[src/rtl/psa_pkg.sv]
`timescale 1ns / 1ps
// ----------------------------------------------------------------------------
// psa_pkg: shared types and constants of the page slot allocator
// Sizes of the count store and the page bitmap, request and status codes,
// and the control bundle between the top level and the bitmap unit.
// ----------------------------------------------------------------------------
package psa_pkg;

  // page space and count store
  localparam int MAX_PAGES          = 1024;
  localparam int PAGE_W             = $clog2(MAX_PAGES);
  localparam int MAX_SLOTS_PER_PAGE = 16;
  localparam int CNT_W              = 5;
  localparam int LIVE_W             = 11;
  localparam int SLOT_CAP           = 1024;
  localparam int SPP_W              = 5;
  localparam int PLIM_W             = 11;
  localparam int CAP_W              = PLIM_W + SPP_W;

  // page bitmap: words of BM_W bits, one bit per page, set while in use
  localparam int BM_W     = 32;
  localparam int BM_BW    = $clog2(BM_W);
  localparam int BM_WORDS = MAX_PAGES / BM_W;
  localparam int BM_AW    = $clog2(BM_WORDS);

  // config port
  localparam int APB_AW = 3;
  localparam int APB_DW = 32;

  typedef enum logic {
    OP_ALLOC = 1'b0,
    OP_FREE  = 1'b1
  } opcode_e;

  typedef enum logic [2:0] {
    ST_SAME_PAGE  = 3'd0,
    ST_NEW_PAGE   = 3'd1,
    ST_FREED      = 3'd2,
    ST_RELEASED   = 3'd3,
    ST_ALLOC_FAIL = 3'd4,
    ST_BAD_FREE   = 3'd5
  } status_e;

  typedef enum logic {
    REG_SLOTS_PER_PAGE = 1'b0,
    REG_PAGE_LIMIT     = 1'b1
  } reg_idx_e;

  // requests into the bitmap unit
  typedef struct packed {
    logic             rd_en;
    logic [BM_AW-1:0] rd_addr;
    logic             wr_en;
    logic [BM_AW-1:0] wr_addr;
    logic [BM_W-1:0]  wr_data;
  } bm_req_t;

  // answers from the bitmap unit
  typedef struct packed {
    logic [BM_W-1:0]  rd_data;    // word read last cycle, zero if never written
    logic [BM_AW-1:0] free_word;  // lowest word with a clear bit
    logic             free_any;   // some word has a clear bit
  } bm_rsp_t;

endpackage

[src/rtl/psa_bitmap.sv]
`timescale 1ns / 1ps
// ----------------------------------------------------------------------------
// psa_bitmap: page occupancy bitmap
// One bit per page in a word memory, a per-word full flag for the
// lowest-free-word search, and per-word valid bits so reset needs no sweep.
// ----------------------------------------------------------------------------
module psa_bitmap
  import psa_pkg::*;
(
  input  logic    clk_i,
  input  logic    rst_ni,
  input  bm_req_t req_i,
  output bm_rsp_t rsp_o
);

  logic [BM_W-1:0]     bm_mem [BM_WORDS];
  logic [BM_W-1:0]     rd_q;
  logic                rd_vld_q;
  logic [BM_WORDS-1:0] full_q;
  logic [BM_WORDS-1:0] vld_q;
  logic [BM_AW-1:0]    free_word;

  // word memory, registered read
  always_ff @(posedge clk_i) begin
    if (req_i.wr_en) begin
      bm_mem[req_i.wr_addr] <= req_i.wr_data;
    end
    if (req_i.rd_en) begin
      rd_q <= bm_mem[req_i.rd_addr];
    end
  end

  // full and valid flags per word
  always_ff @(posedge clk_i or negedge rst_ni) begin
    if (!rst_ni) begin
      full_q   <= '0;
      vld_q    <= '0;
      rd_vld_q <= 1'b0;
    end else begin
      if (req_i.wr_en) begin
        full_q[req_i.wr_addr] <= &req_i.wr_data;
        vld_q[req_i.wr_addr]  <= 1'b1;
      end
      if (req_i.rd_en) begin
        rd_vld_q <= vld_q[req_i.rd_addr];
      end
    end
  end

  // lowest word that still has a free page
  always_comb begin
    free_word = '0;
    for (int i = BM_WORDS - 1; i >= 0; i--) begin
      if (!full_q[i]) begin
        free_word = BM_AW'(i);
      end
    end
  end

  assign rsp_o.rd_data   = rd_vld_q ? rd_q : '0;
  assign rsp_o.free_word = free_word;
  assign rsp_o.free_any  = ~&full_q;

endmodule

[config.mk]
export PLATFORM = sky130hd
export DESIGN_NAME = psa_bitmap
export DESIGN_NICKNAME = d
export VERILOG_FILES = /design/src/rtl/psa_pkg.sv /design/src/rtl/psa_bitmap.sv
export SDC_FILE = /design/constraint.sdc
export NUM_CORES = 1
export LEC_CHECK = 0
export BUFFER_PORTS_ARGS = -buffer_cell sky130_fd_sc_hd__buf_2
export CAP_MARGIN = 20
export CORE_AREA = 2 2 297 299
export DETAILED_ROUTE_END_ITERATION = 10
export DIE_AREA = 0 0 299 301
export PLACE_DENSITY_LB_ADDON = 0.08
export SLEW_MARGIN = 5
export SYNTH_ARGS = -nofsm -noshare
export SYNTH_HDL_FRONTEND = slang
export SYNTH_SLANG_ARGS = --single-unit
[constraint.sdc]
create_clock -name clk_i -period 2 [get_ports clk_i]
set_clock_uncertainty 0.1 [all_clocks]
set_input_delay 0.2 -clock clk_i [delete_from_list [all_inputs] [get_ports clk_i]]
set_output_delay 0.2 -clock clk_i [all_outputs]
set_load 0.01 [all_outputs]
# Word level (Yosys, flattened, before mapping)
# Memory sizes are Yosys's and may differ from the RTL's. A register that Yosys moved wholly into a read port is not among the register bits.
# Index checks and enable logic that the tools add are counted.
# W data, S select, Z words.
# totals
regBits,65
ram_bits,1024
mem_count,1
# classes
order_cmp,3
muxes,40
n_bitwise,1
reduce_logical,4
# mem_list
memory,words,width,read_ports,rd_ports_with_merged_regs,write_ports,line_no,text
bm_mem,32,32,1,1,1,psa_bitmap.sv:16,logic [BM_W-1:0] bm_mem [BM_WORDS];
# ops
op,n
$mux W5,32
$reduce_and A32 Y1,2
$bwmux W32,1
$mux W32,1
$or A32 B32 Y32,1
$lt A5 B6 Y1 const B,2
$bmux W1 S5,1
$demux W1 S5,1
$ge A5 B1 Y1 const B,1
$mux W1,4
$logic_and A1 B1 Y1,1
$logic_not A1 Y1,1

# Longest topological paths before layout
# depth
depth_word,32
mapped_depth,7
ltp_nobuf,6

# Least setup slack after synthesis
# No wires, ideal clock.
# synth_path
path_kind,input to register
from,in req_i[33] (netlist bit)
to,reg full_q[12]
t_arrival_ns,2.711
t_required_ns,1.775
setup_slack_ns,-0.936
stages,4
path_buffers,1
path_cell_list,or3b_2 > clkbuf_1 > nor2_1 > mux2_2
# synth_between
elab_chain_cells,5
word_cells_on_any_way,6
# synth_lines
element,line_no,text
"start, declared",psa_bitmap.sv:12,"input bm_req_t req_i,"
$lt A5 B6 Y1 (not written as such) or $ge A5 B1 Y1 (tied branches),psa_bitmap.sv:41,full_q[req_i.wr_addr] <= &req_i.wr_data;
$logic_and A1 B1 Y1 (not written as such),psa_bitmap.sv:41,
$mux W1 (not written as such),psa_bitmap.sv:41,
$demux W1 S5 (*),psa_bitmap.sv:41,
$bwmux W32 (*),psa_bitmap.sv:41,
"end signal, assigned by index",psa_bitmap.sv:41,
"end, declared",psa_bitmap.sv:19,logic [BM_WORDS-1:0] full_q;
# Every way passes the cells marked *; elsewhere a longest branch is shown, timed or not.
# A chain may end at the register's enable or synchronous reset.

==> flow_summary.yaml <==
routing:
  avgViaCountPerCell: 6.01
  drt_iter0_markers: 2428
  wl_per_cell_um: 31.9
  vias: 20900
  routed_wl_um: 111000
  drt_first_pass_iters: 5
  drc: 0
  ant_nets: 0
logic_synthesis:
  synth_common_cells: "edfxtp_1, mux4_2, dfrtp_1"
  yosys-top-cells-area: "edfxtp_1, mux4_2, dfrtp_1, mux2_2, and2_1"
  yosysMostFrequentCell: "edfxtp_1"
  synthArstFlopShare_pct: 5.80
  avgSynthCellArea_um2: 23.9
  yosysSeqAreaShare_pct: 77.7
  synth_cell_type_count: 34
  synth_top_area_share_pct: 73.9
  ys_warn_count: 0
  ys_ff_latch: 1121
  synth_ff_type: "edfxtp_1"
  synth_edf_count: 1056
  synth_top_cell_by_area: "edfxtp_1"
  syn_nets: 1842
  netlist_instances: 1796
  syn_area_um2: 42900
place:
  numPortBuffers: 83
  placed_cells_incl_taps: 3220
  place.gp.congestion: 0.772
  dp_slack_ns: -0.517
  dpl.hpwl_um: 66800
  dpl-instance-area_um2: 48200
power:
  p_sw_share_pct: 21.1
  power_mw: 49.5
  power.switching_mw: 10.5
  p_leak_nw: 17.2
  ir_drop_v: 0.000736
  pwr-share-clk_pct: 40.1
  powerDensity_nw_per_um2: 945
  seq_power_share_pct: 53.3
  p_comb_share_pct: 6.6
  p_int_mw: 39.0
run_status:
  violations: "setup timing"
  status: "complete, but fails checks"
global_routing:
  grt.total_usage_pct: 25.0
  grt_max_degree: 39
  grt_pass1_wl_um: 158000
  grt-ovfl-total: 0
  antenna_found_initial: 2
  grt_pass1_vias: 21400
final_layout:
  fill_cells: 6096
  fin_area_um2: 52300
  fin_nets: 2266
  fin_cells: 3470
  area.growth.synth_to_final_pct: 21.9
  drive_gt1_share_pct: 42.5
  utilization_pct: 60.5
die:
  core.rowCount: 108
  ios: 84
  fp.coreArea_um2: 86500
  start_util_pct: 49.6
  dieArea_um2: 90000
  die_h_um: 301
  die_w_um: 299
cts:
  cts_buffer_depth: 3
  numCtsBuffers: 112
  clock_latency_ns: 0.67
  tritoncts: "built"
  cts-root-buf: "clkbuf_16"
  clk_pin_slew_worst_paths_ns: 0.06
  htreeDepth: 3
  clkSinkCount: 1121
setup_path:
  arrival_ns: 2.37
  crit_top_cell: "o21ai_1"
  worstPathRequired_ns: 1.70
  rr_worst_depth: 3
  slowest_delay_ns: 0.38
  crit_chain: "buf_6, nor2b_1, o21ai_1, a21oi_1, o21ai_1, a221o_1, a41oi_2, buf_2"
  start_kind: "register"
  worst_path_max_delay_cell: "dfrtp_1"
  end_kind: "output pin"
  critical_path_class: "reg -> out"
  critPathMaxFanout: 3
timing:
  setup_ws_ns: -0.666
  tightest_slew_ns: 0.604
  min_period_ns: 2.67
  slew_viol_final: 0
  final-setup-viol-count: 11
  fin_crit_sh_pct: 133
  fmax_mhz: 375
  holdWs_ns: 0.0134
  slew_headroom_pct: 59.8
  finalHoldViolations: 0
  rsz0062_at_grt: "true"
  setup_tns_ns: -3.52
run:
  drv_cap: 0
worst_hold_path:
  hold_class: "in -> async"
[sequential cells by signal (all words and copies together), names as in the netlist]
register,flops
rd_vld_q,1
rd_q,32
full_q,32
bm_mem,1024
vld_q,32
[final timing paths]
check / startpoint / endpoint / slack, ns
worst max-delay path: full_q[30] / rsp_o[1] / -0.67
worst min register to register: vld_q[15] / vld_q[15] / 0.36
worst min-delay path: rst_ni / vld_q[10] / 0.01
worst max register to register: bm_mem[30][0] / rd_q[0] / -0.08
min in group clk_i: req_i[4] / bm_mem[12][4] / 0.03
max in group asynchronous: rst_ni / rd_vld_q / 0.93
[power by group through the flow]
stage,Sequential [mW],Clock [mW],Combinational [mW]
floorplan,26.8,0,1.70
global placement,26.8,0,3.18
detailed placement,26.8,0,3.22
CTS,26.4,20.2,3.31
global route,26.4,21.2,3.50
finish,26.4,19.9,3.28
[repair_timing]
action                                  CTS  global route
resized for setup                        31            27
gates cloned                              0             1
endpoints found under the setup margin   20            60
hold endpoints to repair                997             0
pin swaps                                16            13
setup buffers                             3             5
hold buffers                             33             0
[layout by cell type (no fill, tap or decap), drive strengths merged, types with 2 or more instances in the layout]
| master | instances |
|---|---|
| and2 | 32 |
| or4 | 2 |
| o21ai | 11 |
| clkbuf | 150 |
| bufinv | 6 |
| mux2i | 4 |
| mux2 | 61 |
| or3b | 2 |
| nor3 | 2 |
| nor2b | 2 |
| diode | 2 |
| clkinvlp | 3 |
| dlygate4sd3 | 33 |
| or3 | 3 |
| edfxtp | 1056 |
| nor4 | 2 |
| a21oi | 10 |
| nand3 | 5 |
| mux4 | 329 |
| clkinv | 46 |
| or2 | 32 |
| nand2 | 20 |
| buf | 360 |
| inv | 11 |
| nand3b | 5 |
| dfrtp | 65 |
| nand4 | 13 |
| nor2 | 40 |
[worst max-delay path, delay by kind of cell (launching register included)]
family,cells,cell delay [ns]
compound gates,5,0.92
buf+inv,2,0.30
flops,1,0.38
simple gates,1,0.11
[cells by family after synthesis]
group / count (synthesis) / synth area share (%)
buffers and inverters: 92 / 0.991
flip-flops: 1121 / 77.7
AND/OR/NAND/NOR: 161 / 2.01
AO/OA/AOI/OAI: 28 / 0.385
multiplexers: 394 / 19.0
[area by class of cell]
type                    count  area (um2)  share of cell area (%)
repair buffers            395        4460                    8.53
diodes                      2        5.00                 0.00956
flip-flops and latches   1121       33300                    63.7
clock buffers             148        2980                    5.69
clock inverters            59         465                   0.889
well taps                1155        1450                    2.76
inverters                   7        26.3                  0.0502
multi-input cells         583        9620                    18.4
[per-layer routing]
| layer | wire [um] | GRT usage [%] |
|---|---|---|
| met4 | 2030 | 6.00 |
| met5 | 0 | 0 |
| met2 | 53100 | 39.0 |
| met1 | 47900 | 37.4 |
| met3 | 7690 | 4.26 |
Power figures use the tool's default switching activity.
